File: src/sere_ram.sv
// Generic single-write, single-read RAM with registered read data.
`default_nettype none

module sere_ram #(
	parameter int WIDTH = 8,
	parameter int DEPTH = 256
) (
	input  wire logic                     clk,
	input  wire logic                     we,
	input  wire logic [$clog2(DEPTH)-1:0] waddr,
	input  wire logic [WIDTH-1:0]         wdata,
	input  wire logic                     re,
	input  wire logic [$clog2(DEPTH)-1:0] raddr,
	output logic      [WIDTH-1:0]         rdata
);

	logic [WIDTH-1:0] mem_q [DEPTH];

	always_ff @(posedge clk) begin
		if (we) begin
			mem_q[waddr] <= wdata;
		end
	end

	// Hold the read data unless a new read is issued.
	always_ff @(posedge clk) begin
		if (re) begin
			rdata <= mem_q[raddr];
		end
	end

endmodule

`default_nettype wire

File: config.mk
export PLATFORM = sky130hd
export DESIGN_NAME = sere_ram
export DESIGN_NICKNAME = d
export VERILOG_FILES = /design/src/sere_ram.sv
export SDC_FILE = /design/constraint.sdc
export NUM_CORES = 2
export LEC_CHECK = 0
export ABC_AREA = 1
export BUFFER_PORTS_ARGS = -buffer_cell sky130_fd_sc_hd__buf_2
export CELL_PAD_IN_SITES_DETAIL_PLACEMENT = 1
export CELL_PAD_IN_SITES_GLOBAL_PLACEMENT = 2
export CORE_MARGIN = 3
export CORE_UTILIZATION = 43
export CTS_CLUSTER_DIAMETER = 150
export DETAILED_ROUTE_END_ITERATION = 12
export GPL_TIMING_DRIVEN = 0
export HOLD_SLACK_MARGIN = 0.08
export PLACE_DENSITY_LB_ADDON = 0.25
export SYNTH_ARGS = -nofsm -noshare
export SYNTH_HDL_FRONTEND = slang
export SYNTH_SLANG_ARGS = --single-unit
File: constraint.sdc
create_clock -name clk -period 3.13 [get_ports clk]
set_clock_uncertainty 0.1 [all_clocks]
set_input_delay 0.313 -clock clk [delete_from_list [all_inputs] [get_ports clk]]
set_output_delay 0.313 -clock clk [all_outputs]
set_load 0.01 [all_outputs]
* Yosys cells after proc, flatten, opt, wreduce, memory -nomap -nowiden *
Memory sizes are Yosys's and may differ from the RTL's. A register that Yosys moved wholly into a read port is not among the register bits.
Cells that the tools add are included.

storage, ports and cells
  flip-flop bits (word level) = 0
  memory bits (writable) = 2,048
  output and inout bits = 8
  logic and storage cells = 3
  memories kept = 1

memories
  name   depth  width  rd ports  clocked after memory_dff  write ports  line  RTL
  mem_q  256    8      1         1                         1            17    logic [WIDTH-1:0] mem_q [DEPTH];

operators by class
  multiplexer cells = 2

operator list
  kind    number
  $mux 1  2

* Logic depth before layout (Yosys ltp) *
  depth in word-level cells = 2
  mapped depth = 15
  depth with buffers taken out = 11

* Least setup slack after synthesis *
OpenSTA, ideal clock, no wires.

  kind = input to register
  start = input we
  end = memory mem_q[162][0] (enable)
  library setup time = 0.370 ns
  arrival time = 1.434 ns
  data required time = 2.660 ns
  path slack = 1.226 ns
  stages on the path = 4
  path through = clkbuf_1 nand3_1 clkbuf_1 nor2_1

between the ends
  word-level cells in the longest chain between the ends = 2

RTL lines
  what                          line  RTL
  from (decl)                   9     input wire logic we,
  $mux 1                        20    if (we) begin
  $mux 1 (not written as such)  21    mem_q[waddr] <= wdata;
  to (decl)                     17

Every way passes these cells.

==> results.md <==
- Layout area overhead: 13.4%
- Clock latency on the worst-skew pair: 0.91 ns
- GPL Wtd Cong: 0.983
- Arr. time, crit path: 3.82 ns
- Gr ovfl total: 0
- Num ports: 35
- Unrepaired setup endpoints after global routing: false
- Overall power: 61.0 mW
- Post-route insts no fill: 10000
- Crit path launch type: primary input
- Vias: 63200
- Peak supply drop: 0.000564 V
- Pwr Density: 644 nW/um^2
- Maximum clock frequency: 0.302 GHz
- Core area: 193000 um^2
- Crit-path max cell delay: 1.07 ns
- DR WL/cell: 38.5 um
- Initial detailed-routing violation count: 9462
- Total die area: 199000 um^2
- Nets: 7318
- Most frequent cell after synthesis: nand2_1
- Critical path cell sequence: buf_2, inv_1, clkbuf_2, clkbuf_1, nand3_1, nand3_1, nand3_1, nand3_1, nand2_1, nand2_1, nand2_1
- Buf+Inv Stages, Crit Path: 4
- Static Leakage: 33.1 nW
- Clk slew on worst S/H paths: 0.06 ns
- Setup-failing EPs final: 7
- Die Height: 447 um
- Sink Count: 2056
- Status: complete, but fails checks
- Initial antenna violation count: 32
- Mapped cell area: 83500 um^2
- Count of cell types in the netlist: 13
- Min-delay worst type: in2reg
- CP max-delay cell: clkbuf_1
- Worst-margin pin slew: 1.52 ns
- CTS max path bufs: 3
- CTS root buf: clkbuf_16
- Number of global-route vias before repair: 60700
- Largest net degree at the start of global routing: 131
- FF+latch count, synth: 2056
- Final period util: 106%
- Critical path capture point type: flip-flop
- Post-synthesis cell count: 7003
- Slew margin rel.: -1.39%
- Top fanout value on the critical path: 10
- CP Class: in2reg
- Placed Cells: 9586
- Yosys warnings: 0
- # rows: 161
- Die extent in x: 447 um
- ANT nets after route: 0
- Number of remaining DRC errors: 0
- Failing checks: max-capacitance violations, max-slew violations, negative setup slack
- Via/cell ratio: 6.31
- Mean Syn Cell Area: 11.9 um^2
- Final setup margin: -0.177 ns
- Yosys top cell by area: edfxtp_1
- Final Hold Vio Count: 0
- Total iterations of the first detailed-routing run: 6
- First-pass GRT wire length: 514000 um
- Critical path's top delay family: buffers and inverters
- Area contributors post-synth: edfxtp_1 (74%), nand3_1 (12%), nand2_1 (9.5%)
- Share of cells above drive strength 1: 10.0%
- Seq/Total Area, Yosys: 74.0%
- All-layer global routing usage: 38.2%
- Required @ worst endpoint: 3.64 ns
- H-tree depth: 4
- Max-slew violations: 19
- Top cell by count, worst path: nand3_1
- CTS tree: built
- Initial Util: 43.3%
- Place WS: -1.43 ns
- Commonest cells post-synth: nand2_1 (2123), edfxtp_1 (2056), nand3_1 (2019), nor2_1 (283), buf_2 (268)
- Synth top area share: 74.0%
- Ys flop type: edfxtp_1
- Post-synthesis net count: 7030
- I/O Buffers: 27
- Synth async-reset ratio: 0%
- EDFF count, synth: 2056
- Final min period: 3.31 ns
- Detailed Place HPWL: 268000 um
- Clock buffer count from CTS: 217
- WL final: 386000 um
- Max_cap viols: 4
## timing repair
action,4_1_cts,5_1_grt
hold buffers,10,0
setup endpoints to repair,8,1
cloned,0,0
pin swaps,0,0
endpoints found under the hold margin,689,0
gates resized for setup,12,1
setup buffers,0,0
## layout make-up
type | count | area [um^2]
antenna | 21 | 52.6
buffer | 483 | 2510
clock buffer | 267 | 5620
clock inverter | 130 | 1270
fill | 19900 | 98100
inverter | 39 | 149
multi-input combinational | 4425 | 19200
sequential | 2056 | 61700
tap | 2526 | 3160
timing repair buffer | 69 | 985
## placed cells by master (no fill, tap or decap), types with 7 or more instances in the layout
| cell type | instances |
|---|---|
| clkbuf_16 | 217 |
| buf_6 | 17 |
| nor2_1 | 259 |
| clkbuf_1 | 132 |
| buf_4 | 47 |
| buf_16 | 16 |
| inv_1 | 36 |
| nand3_1 | 2019 |
| nor2_2 | 24 |
| buf_8 | 23 |
| buf_2 | 288 |
| dlygate4sd3_1 | 10 |
| bufinv_16 | 21 |
| clkinv_2 | 44 |
| buf_1 | 36 |
| clkinv_1 | 48 |
| nand2_1 | 2123 |
| clkbuf_2 | 30 |
| diode_2 | 21 |
| inv_6 | 7 |
| edfxtp_1 | 2056 |
## stage by stage
stage          hold slack, ns  cell area, um^2   TNS, ns  utilization [%]
3_5_place_dp            0.521            87600   -148.43             45.4
5_1_grt                 0.172            94600         0             49.1
3_3_place_gp            0.590            86800  -4817.56             45.0
6_report                0.198            94700    -0.850             49.1
4_1_cts                 0.124            94600         0             49.1
2_1_floorplan           0.312            83500         0                -
## report_power, final
group	switching [mW]	internal (mW)	total, mW
clock network	11.3	14.4	25.8
logic	3.88	0.917	4.80
registers	0.0242	30.4	30.4
## metal layers
metal	track usage, %	share of wire, %	vias up
li1	-	-	25500
met1	52.5	39	32600
met2	55.3	43	4283
met3	10.5	12	807
met4	20.3	6.1	10
met5	0	0.018	-
## sequential cells by signal, indices dropped and copies added, names as in the netlist
register,count
rdata,8
mem_q,2048
## tightest hold or removal path: cells and delay by family
kind / cells / cell delay, ns
buf+inv: 2 / 0.37
simple gates: 3 / 0.30
## cells by family after synthesis
family | share of synthesized area [%]
and+or+nand+nor | 22.9
DFF | 74.0
buffers and inverters | 3.12
## worst paths after layout
| check | start | to | slack, ns | depth (start not counted) |
|---|---|---|---|---|
| worst max-delay path | raddr[3] | rdata[2] | -0.18 | 11 |
| worst min-delay path | waddr[4] | mem_q[177][7] | 0.20 | 5 |
| worst max register to register | mem_q[109][7] | rdata[7] | 0.41 | 10 |
| worst min register to register | mem_q[182][0] | rdata[0] | 1.04 | 10 |
Power figures use the tool's default switching activity.
