[src/sere_pkg.sv]
// Shared types and constants of the SPI EEPROM read emulator.
`default_nettype none

package sere_pkg;

	localparam int IMAGE_DEPTH_DEF = 65536;

	localparam int ADDR_W = 16;
	localparam int LEN_W  = 17;
	localparam int ERR_W  = 8;
	localparam int BYTE_W = 8;
	localparam int CFG_W  = 17;

	localparam logic [BYTE_W-1:0] READ_CMD    = 8'h03;
	localparam logic [ERR_W-1:0]  ERR_SAT     = 8'hff;
	localparam logic [ERR_W-1:0]  LIMIT_RESET = 8'd100;

	// Register indexes of the configuration port.
	localparam logic REG_IMAGE_LENGTH = 1'b0;
	localparam logic REG_ERROR_LIMIT  = 1'b1;

	typedef enum logic [1:0] {
		ACT_LOAD    = 2'd0,
		ACT_START   = 2'd1,
		ACT_RX      = 2'd2,
		ACT_TIMEOUT = 2'd3
	} action_t;

	typedef enum logic [1:0] {
		PH_CMD  = 2'd0,
		PH_HIGH = 2'd1,
		PH_LOW  = 2'd2
	} phase_t;

	typedef struct packed {
		action_t             action;
		logic [ADDR_W-1:0]   load_address;
		logic [BYTE_W-1:0]   load_data;
		logic [BYTE_W-1:0]   rx_byte;
	} item_t;

	typedef struct packed {
		logic                we;
		logic [ADDR_W-1:0]   waddr;
		logic [BYTE_W-1:0]   wdata;
		logic                re;
		logic [ADDR_W-1:0]   raddr;
	} mem_req_t;

	typedef struct packed {
		logic tx_valid;
		logic done_res;
		logic success;
	} res_t;

endpackage

`default_nettype wire

[src/sere_ctrl.sv]
// Boot state, configuration registers and per-item step logic.
`default_nettype none

module sere_ctrl (
	input  wire logic                          clk,
	input  wire logic                          arst_n,
	input  wire logic                          cfg_we,
	input  wire logic                          cfg_index,
	input  wire logic [sere_pkg::CFG_W-1:0]    cfg_data,
	input  wire logic                          fire,
	input  wire sere_pkg::item_t               item,
	output sere_pkg::mem_req_t                 mem,
	output sere_pkg::res_t                     res
);

	logic [sere_pkg::LEN_W-1:0]  image_length_q;
	logic [sere_pkg::ERR_W-1:0]  error_limit_q;

	sere_pkg::phase_t            phase_q, phase_n;
	logic [sere_pkg::ADDR_W-1:0] read_address_q, read_address_n, addr_step;
	logic                        address_valid_q, address_valid_n;
	logic [sere_pkg::ERR_W-1:0]  error_count_q, error_count_n;
	logic                        finished_q, finished_n;
	logic                        complete;
	logic                        tx_valid;

	always_ff @(posedge clk or negedge arst_n) begin
		if (!arst_n) begin
			image_length_q <= '0;
			error_limit_q  <= sere_pkg::LIMIT_RESET;
		end else if (cfg_we) begin
			unique case (cfg_index)
				sere_pkg::REG_IMAGE_LENGTH: image_length_q <= cfg_data;
				sere_pkg::REG_ERROR_LIMIT:  error_limit_q  <= cfg_data[sere_pkg::ERR_W-1:0];
				default: ;
			endcase
		end
	end

	always_ff @(posedge clk or negedge arst_n) begin
		if (!arst_n) begin
			phase_q         <= sere_pkg::PH_CMD;
			read_address_q  <= '0;
			address_valid_q <= 1'b0;
			error_count_q   <= '0;
			finished_q      <= 1'b1;
		end else if (fire) begin
			phase_q         <= phase_n;
			read_address_q  <= read_address_n;
			address_valid_q <= address_valid_n;
			error_count_q   <= error_count_n;
			finished_q      <= finished_n;
		end
	end

	always_comb begin
		phase_n         = phase_q;
		addr_step       = read_address_q;
		address_valid_n = address_valid_q;
		error_count_n   = error_count_q;
		finished_n      = finished_q;
		complete        = 1'b0;
		tx_valid        = 1'b0;
		read_address_n  = read_address_q;

		unique case (item.action)
			sere_pkg::ACT_LOAD: ;
			sere_pkg::ACT_START: begin
				phase_n         = sere_pkg::PH_CMD;
				addr_step       = '0;
				address_valid_n = 1'b0;
				error_count_n   = '0;
				finished_n      = 1'b0;
			end
			sere_pkg::ACT_RX: begin
				if (!finished_q) begin
					unique case (phase_q)
						sere_pkg::PH_HIGH: begin
							addr_step = {item.rx_byte, 8'h00};
							phase_n   = sere_pkg::PH_LOW;
						end
						sere_pkg::PH_LOW: begin
							addr_step       = read_address_q | {8'h00, item.rx_byte};
							address_valid_n = 1'b1;
							phase_n         = sere_pkg::PH_CMD;
							complete        = 1'b1;
						end
						default: begin
							if (item.rx_byte == sere_pkg::READ_CMD) begin
								phase_n = sere_pkg::PH_HIGH;
							end else begin
								complete = 1'b1;
							end
						end
					endcase
				end
			end
			default: begin
				if (!finished_q) begin
					if (phase_q == sere_pkg::PH_CMD &&
					    error_count_q != sere_pkg::ERR_SAT) begin
						error_count_n = error_count_q + 8'd1;
					end
					phase_n  = sere_pkg::PH_CMD;
					complete = 1'b1;
				end
			end
		endcase

		read_address_n = addr_step;
		if (complete) begin
			if ({1'b0, addr_step} >= image_length_q || error_count_n >= error_limit_q) begin
				finished_n = 1'b1;
			end else if (address_valid_n) begin
				tx_valid       = 1'b1;
				read_address_n = addr_step + 16'd1;
			end
		end
	end

	always_comb begin
		mem.we    = fire && (item.action == sere_pkg::ACT_LOAD);
		mem.waddr = item.load_address;
		mem.wdata = item.load_data;
		mem.re    = fire && tx_valid;
		mem.raddr = addr_step;

		res.tx_valid = tx_valid;
		res.done_res = finished_n;
		res.success  = finished_n && (error_count_n < error_limit_q);
	end

endmodule

`default_nettype wire

[config.mk]
export PLATFORM = sky130hd
export DESIGN_NAME = sere_ctrl
export DESIGN_NICKNAME = d
export VERILOG_FILES = /design/src/sere_pkg.sv /design/src/sere_ctrl.sv
export SDC_FILE = /design/constraint.sdc
export NUM_CORES = 1
export LEC_CHECK = 0
export BUFFER_PORTS_ARGS = -buffer_cell sky130_fd_sc_hd__buf_2
export CAP_MARGIN = 10
export CORE_MARGIN = 2
export CORE_UTILIZATION = 55
export DETAILED_ROUTE_END_ITERATION = 8
export PLACE_DENSITY = 0.82
export SYNTH_ARGS = -nofsm -noshare
export SYNTH_HDL_FRONTEND = slang
export SYNTH_SLANG_ARGS = --single-unit
[constraint.sdc]
create_clock -name clk -period 8.6 [get_ports clk]
set_input_delay 0.86 -clock clk [delete_from_list [all_inputs] [get_ports clk]]
set_output_delay 0.86 -clock clk [all_outputs]
set_load 0.02 [all_outputs]
Word-level counts from Yosys, hierarchy flattened:

Cells that the tools add are included.
Widths: inputs -> output; s select.

* output and inout port bits: 45
* bits in registers: 53
* bits of input ports: 56
* word-level logic and storage cells: 64

* bitwise logic cells: 3
* order comparisons: 3
* add/sub/neg operators: 2
* eq/ne operators: 9
* muxes and demuxes: 28
* reduce and logical (&&, ||, !) cells: 12

Operators with widths (count)
* $mux 16: 4
* $pmux 16 s2: 2
* $ge 16x17->1: 1
* $add 16x1->16 const B: 1
* $mux 8: 2
* $or 16x8->16: 1
* $pmux 8 s2: 1
* $mux 1: 11
* $add 8x1->8 const B: 1
* $eq 8x2->1 const B: 1
* $ge 8x8->1: 1
* $lt 8x8->1: 1
* $ne 8x8->1 const B: 1
* $mux 2: 3
* $pmux 1 s2: 3
* $pmux 2 s3: 1
* $reduce_and 5->1: 1
* $eq 2x1->1 const B: 2
* $eq 2x2->1 const B: 2
* $logic_and 1x1->1: 4
* $logic_not 2->1: 2
* $ne 4x2->1 const B: 1
* $pmux 2 s2: 1
* $reduce_and 2->1: 2
* other kinds (5): 7

Longest topological paths before layout:

Gate-level depths: netlist (run 1).

* word-level depth: 10
* depth in mapped cells: 18
* gate-level depth less buffers: 16

Least setup slack after synthesis (run 1):

No wires, ideal clock.

* kind: input port to output port
* from: input item[32] (netlist name)
* to: output res[0] (netlist name)
* path buffers: 2
* cell stages on the path: 14
* path slack: 3.185 ns
* required time: 7.740 ns
* data arrival time: 4.555 ns
* path through: inv_1 > ha_1 > and3b_1 > buf_2 > and2_1 > clkbuf_1 > a22o_1 > ha_1 > nand4b_2 > or4_4 > o22ai_4 > nor2_2 > or3_4 > a2111oi_2

RTL lines
* start: declaration: RTL line sere_ctrl.sv:11 `input wire sere_pkg::item_t item,`
* end: declaration: RTL line sere_ctrl.sv:13 `output sere_pkg::res_t res`

==> reports/summary.txt, run 1 <==
outcome = completed
Worst Max-Slew Pin Slew = 0.971 ns
CP max stage cell = or4_4
Leakage = 0.00202 µW
latest clock arrival within the worst-skew pair = 0.31 ns
setup bufs post-CTS = 0
gr ovfl total = 0
chip width = 88.6 µm
Critical Path Fanout Max = 9
area leader, netlist = dfrtp_1
most numerous cell in the Yosys netlist = dfrtp_1
total CTS buffers = 5
peak supply drop = 123 µV
Register-to-Register Path Depth = 15
f_max = 0.176 GHz
Detailed Route Iter0 Violations = 260
ANT nets after route = 0
CP Data Arrival Time = 4.83 ns
I/O Buffers = 52
Vias/cell = 5.88
Clock Power Share = 20.4%
Gate power share = 41.2%
Post-Syn Instances = 442
sequential fraction of the synthesis area = 33.8%
CTS clk-pin slew, worst paths = 0.10 ns
Rel. slew slack = 35.0%
Total GRT Usage = 23.7%
reg-to-reg slack, setup = 4.11 ns
Unique masters post-synth = 61
Worst path max stage delay = 0.58 ns
Starting Density = 57.3%
synthesis-to-finish area growth = 5.92%
Worst Hold Class = reg2reg
yosys warns = 0
CTS resizes = 0
CTS sink count = 53
Setup Slack @ Placement = 2.96 ns
hold depth = 2
first-pass GRT wire length = 14500 µm
worst setup margin = 2.91 ns
top post-synthesis cells by count = dfrtp_1, nand2_1, ha_1, inv_1, a21oi_1
PD cells = 204 nW/µm²
setup TNS = 0 ns
fraction of layout cells with a size suffix above 1 = 21.2%
CP cell instances = buf_2 -> inv_1 -> ha_1 -> and3b_1 -> and2_1 -> a22o_1 -> ha_1 -> nand4b_2 -> or4_4 -> o22ai_4 -> nor2_2 -> or3_4 -> a2111oi_2 -> buf_2
Synth Area per Inst = 8.90 µm²
Syn Nets = 531
die area = 7840 µm²
largest net degree at the start of global routing = 54
Max-cap violations = 0
final hold viol count = 0
FFs w/ async S/R, synth = 100%
DRT Pass-1 Iters = 4
CORE AREA = 6870 µm²
share of the synthesized area in the top cell type = 31.2%
average wire per standard cell = 16.1 µm
sw power = 336 µW
power share of the sequential group = 38.4%
Worst Skew = 0.00774 ns
CTS max path bufs = 2
# diodes = 0
RSZ-0062 raised after global routing = false
Netlist Area Pre-Place = 3930 µm²
post-layout min period = 5.69 ns
Layout Nets = 550
hold_buf cts = 0
DR vias = 3282
Power Internal = 515 µW
worst path required time = 7.74 ns
Rows = 30
# DRC = 0
Max Slew Vio Count = 0
GPL Wtd Cong = 0.938
CTS tree = yes
Top-Level Pins = 101
vias in the first global route = 3044
fin crit share = 66.2%
Setup Crit Path Kind = in2out
CP Capture Type = output port
CTS root buffer = clkbuf_8
CP startpoint kind = primary input
#FFs+latches synth = 53
Synth area leaders = dfrtp_1, ha_1, buf_4, mux2_2, nand2_1
Die Y = 88.6 µm
Net Sw Frac = 39.4%
Final Setup Violations = 0
antenna violations before repair = 0
WL final = 8980 µm
H-tree Lvls = 2
dominant synthesized flop cell = dfrtp_1
number of synthesized flops with an enable pin = 0
Post-DP HPWL = 6840 µm
path summary, 6_finish.rpt:
path | to | start
setup / recovery | res[0] | item[32]
hold / removal | read_address_q[11] | read_address_q[11]
max in group asynchronous | read_address_q[8] | arst_n
setup reg to reg | read_address_q[5] | error_count_q[0]
min in group asynchronous | error_count_q[1] | arst_n
hold reg to reg | read_address_q[11] | read_address_q[11]
worst max-delay path: cells and delay by family:
family	cells	cell delay, ns
adders and majority gates	2	0.60
and+or+nand+nor	6	1.92
buffers and inverters	3	0.42
AOI/OAI and AO/OA	3	1.03
state kept, by name, summed over array words and instances, names as in the netlist:
register         flops
image_length_q      17
read_address_q      16
address_valid_q      1
finished_q           1
error_count_q        8
error_limit_q        8
phase_q              2
kinds of logic (layout without fill, tap and decap cells):
kind of cell	count (synthesis)	in the layout	share of synthesized area, %
AND/OR/NAND/NOR	156	156	22.3
adder cells (fa/ha/maj)	33	33	10.5
XOR/XNOR	4	4	0.891
AO/OA/AOI/OAI	101	101	16.7
buffers and inverters	74	94	9.99
multiplexers	21	21	5.85
flip-flops	53	53	33.8
cells in the final DEF (no fill, tap or decap), types with 5 or more instances in the layout:
cell type / Yosys / layout
and2_1: 7 / 7
mux2i_1: 5 / 5
a22o_1: 7 / 7
o31ai_1: 5 / 5
nor2_1: 25 / 25
clkbuf_8: 0 / 5
a31oi_1: 9 / 9
mux2_2: 16 / 16
nand3_1: 15 / 15
nand2_1: 46 / 46
a21oi_1: 31 / 31
nor3_1: 7 / 7
o21ai_0: 24 / 24
dfrtp_1: 49 / 49
inv_1: 33 / 33
buf_2: 2 / 52
and3_1: 6 / 6
ha_1: 33 / 33
nand4_1: 7 / 7
power groups by stage:
| stage | Combinational (µW) | Sequential, µW | Clock (µW) |
|---|---|---|---|
| after global routing | 390 | 332 | 186 |
| final | 351 | 327 | 174 |
| after CTS | 348 | 326 | 176 |
| after global placement | 333 | 329 | 0 |
| after detailed placement | 346 | 331 | 0 |
| after floorplan | 281 | 318 | 0 |
per-layer routing:
metal  vias to the layer above  GRT usage [%]  routed length [µm]
met5                         -              0                   0
met4                         0           7.85                 182
met3                        24           4.76                 775
met2                       140           35.0                3960
met1                      1523           35.0                4060
li1                       1595              -                   -
layout make-up:
| cell class | count | area [µm²] |
|---|---|---|
| well taps | 96 | 120 |
| clock inverters | 2 | 38.8 |
| multi-input cells | 315 | 2210 |
| clock buffers | 6 | 72.6 |
| fillers | 612 | 2700 |
| repair buffers | 53 | 268 |
| flip-flops and latches | 53 | 1330 |
| inverters | 33 | 124 |
metrics by stage:
step | area [µm²] | total power, µW | utilization [%] | hold WS [ns] | std cells
6_report | 4170 | 851 | 60.7 | 0.491 | 558
5_1_grt | 4170 | 908 | 60.7 | 0.521 | 558
4_1_cts | 4170 | 850 | 60.7 | 0.497 | 558
3_5_place_dp | 4060 | 677 | 59.0 | 0.475 | 550
3_3_place_gp | 4060 | 662 | 59.0 | 0.478 | 550
2_1_floorplan | 3930 | 598 | - | 0.448 | 442
Note: power is estimated with default switching activity, not from simulation.
==> run 2: changes to the inputs <==
Settings changed: CORE_UTILIZATION 55 to 54, PLACE_DENSITY 0.82 to 0.81.
Clock period 8.6 ns to 5.9 ns, I/O delays scaled along.
==> run 2 against run 1 <==
Compared with the run above: sequential power is 46% higher; clock skew is 0.0044 ns lower; non-clock buffer count up 3; count of clock-buffer cells in the layout is the same; core utilization decreased by 2.1 points; via count grew 2.6%; critical path type is now reg2out; critical endpoint unchanged; setup slack worse by 2.2 ns; flip-flop and latch count did not move; total power up 45%; first-iteration DRC count rose by 12%.
==> reports/summary.txt, run 2 (same netlist as run 1, synthesis figures left out) <==
Max Slew Vio Count = 0 (unchanged)
worst setup margin = 0.701 ns (was 2.91 ns)
worst path required time = 5.31 ns (was 7.74 ns)
commonest non-fill, non-tap cell in the layout = buf_2 (unchanged)
latest clock arrival within the worst-skew pair = 0.31 ns (about the same)
total CTS buffers = 5 (unchanged)
DRT Pass-1 Iters = 5 (was 4)
Worst Hold Class = in2async (was reg2reg)
CTS sink count = 53 (unchanged)
Gate power share = 42.6% (was 41.2%)
antenna violations before repair = 0 (unchanged)
CTS max path bufs = 2 (unchanged)
average wire per standard cell = 17.4 µm (was 16.1 µm)
Top-Level Pins = 101 (unchanged)
total power = 1230 µW (was 851 µW)
CP Data Arrival Time = 4.61 ns (was 4.83 ns)
outcome = completed (unchanged)
I/O Buffers = 52 (unchanged)
register area = 1330 µm² (unchanged)
Vias/cell = 5.97 (was 5.88)
CTS clk-pin slew, worst paths = 0.10 ns (about the same)
Largest regs = image_length_q (17), read_address_q (16) (unchanged)
CTS root buffer = clkbuf_8 (unchanged)
final hold viol count = 0 (unchanged)
ANT nets after route = 0 (unchanged)
Multi-input gate area = 2210 µm² (unchanged)
Worst Max-Slew Pin Slew = 0.996 ns (was 0.971 ns)
Post-DP HPWL = 7340 µm (was 6840 µm)
fraction of layout cells with a size suffix above 1 = 21.9% (was 21.2%)
gr ovfl total = 0 (unchanged)
Max-cap violations = 0 (unchanged)
power share of the sequential group = 38.8% (was 38.4%)
peak supply drop = 215 µV (was 123 µV)
CTS tree = yes (unchanged)
Setup Slack @ Placement = 0.786 ns (was 2.96 ns)
sw power = 507 µW (was 336 µW)
chip width = 89.4 µm (was 88.6 µm)
Leakage = 0.00203 µW (was 0.00202 µW)
Critical Path Fanout Max = 9 (unchanged)
RSZ-0062 raised after global routing = false (unchanged)
Largest register FFs = 17 (unchanged)
f_max = 0.192 GHz
post-layout min period = 5.20 ns
CP Capture Type = output port (unchanged)
final-layout fill cell count = 664 (was 612)
Starting Density = 55.1% (was 57.3%)
DR vias = 3366 (was 3282)
Rel. slew slack = 33.3% (was 35.0%)
Detailed Route Iter0 Violations = 290 (was 260)
GPL Wtd Cong = 0.921 (was 0.938)
# diodes = 0 (unchanged)
Power Internal = 727 µW (was 515 µW)
Net Sw Frac = 41.1% (was 39.4%)
vias in the first global route = 3139 (was 3044)
setup bufs post-CTS = 0 (unchanged)
die area = 7980 µm² (was 7840 µm²)
CP startpoint kind = flop (was primary input)
Die Y = 89.4 µm (was 88.6 µm)
Top reg by flops = image_length_q (unchanged)
largest net degree at the start of global routing = 54 (unchanged)
Clock Power Share = 18.6% (was 20.4%)
Final Setup Violations = 0 (unchanged)
hold_buf cts = 0 (unchanged)
WL final = 9800 µm (was 8980 µm)
most frequent cells in the layout = buf_2, dfrtp_1, nand2_1 (unchanged)
PD cells = 295 nW/µm² (was 204 nW/µm²)
Setup Crit Path Kind = reg2out (was in2out)
Hold Slack = 0.390 ns (was 0.491 ns)
first-pass GRT wire length = 15200 µm (was 14500 µm)
CORE AREA = 7140 µm² (was 6870 µm²)
# DRC = 0 (unchanged)
Worst Skew = 0.00329 ns (was 0.00774 ns)
H-tree Lvls = 2 (unchanged)
Layout Nets = 553 (was 550)
Rows = 31 (was 30)
fin crit share = 88.1%
setup TNS = 0 ns (unchanged)
Total GRT Usage = 24.9% (was 23.7%)
synthesis-to-finish area growth = 6.30% (was 5.92%)
CTS resizes = 0 (unchanged)
-- run 2: changes by cell type in the layout (fill, tap and decap cells not counted), sizes merged --
cell    change
buf         +3
bufinv      -1
clkinv      +1
-- run 2: worst paths after layout --
kind | start | endpoint | slack (ns) | cells after the start
max in group asynchronous | arst_n | read_address_q[12] | 5.06 | 2
min in group clk | cfg_data[14] | image_length_q[14] | 0.47 | 3
min reg2reg | read_address_q[11] | read_address_q[11] | 0.50 | 2
min | arst_n | error_count_q[3] | 0.39 | 2
max | phase_q[0] | res[0] | 0.70 | 13
max reg2reg | error_count_q[0] | read_address_q[5] | 1.54 | 17
-- run 2: metal layers --
| layer | routed length, µm | GRT usage, % | vias to the layer above | part of all wire (%) |
|---|---|---|---|---|
| met5 | 0 | 0 | - | 0 |
| met4 | 259 | 8.96 | 0 | 2.6 |
| met3 | 700 | 4.43 | 28 | 7.1 |
| met2 | 4460 | 38.8 | 149 | 45 |
| met1 | 4390 | 34.8 | 1588 | 45 |
| li1 | - | - | 1601 | - |
-- run 2: cell type report --
class                           count  share of cell area [%]
Inverter                           33                    2.96
Tap cell                           99                    2.96
Timing Repair Buffer               56                    6.94
Clock buffer                        6                    1.97
Sequential cell                    53                    31.8
Clock inverter                      2                   0.419
Multi-Input combinational cell    315                    52.9
-- run 2: critical path, stage by stage, from the launching register on --
cell	delay, ns
dfrtp_1	0.40
inv_1	0.08
ha_1	0.40
nand4bb_1	0.24
and2_1	0.32
a22o_1	0.33
ha_1	0.35
nand4b_2	0.19
or4_4	0.58
o22ai_4	0.32
nor2_2	0.13
or3_4	0.36
a2111oi_2	0.35
buf_2	0.23
-- run 2: through the flow --
step | instances | area (µm²) | util [%]
5_1_grt | 564 | 4180 | 58.6
3_3_place_gp | 556 | 4080 | 57.2
4_1_cts | 564 | 4180 | 58.6
3_5_place_dp | 556 | 4080 | 57.2
2_1_floorplan | 442 | 3930 | -
6_report | 564 | 4180 | 58.6
-- run 2: power by group through the flow --
| stage | Combinational (µW) | Clock (µW) | Sequential [µW] |
|---|---|---|---|
| CTS | 521 | 234 | 477 |
| finish | 527 | 229 | 479 |
| global placement | 495 | 0 | 480 |
| global route | 586 | 246 | 486 |
| floorplan | 409 | 0 | 463 |
| detailed placement | 514 | 0 | 484 |
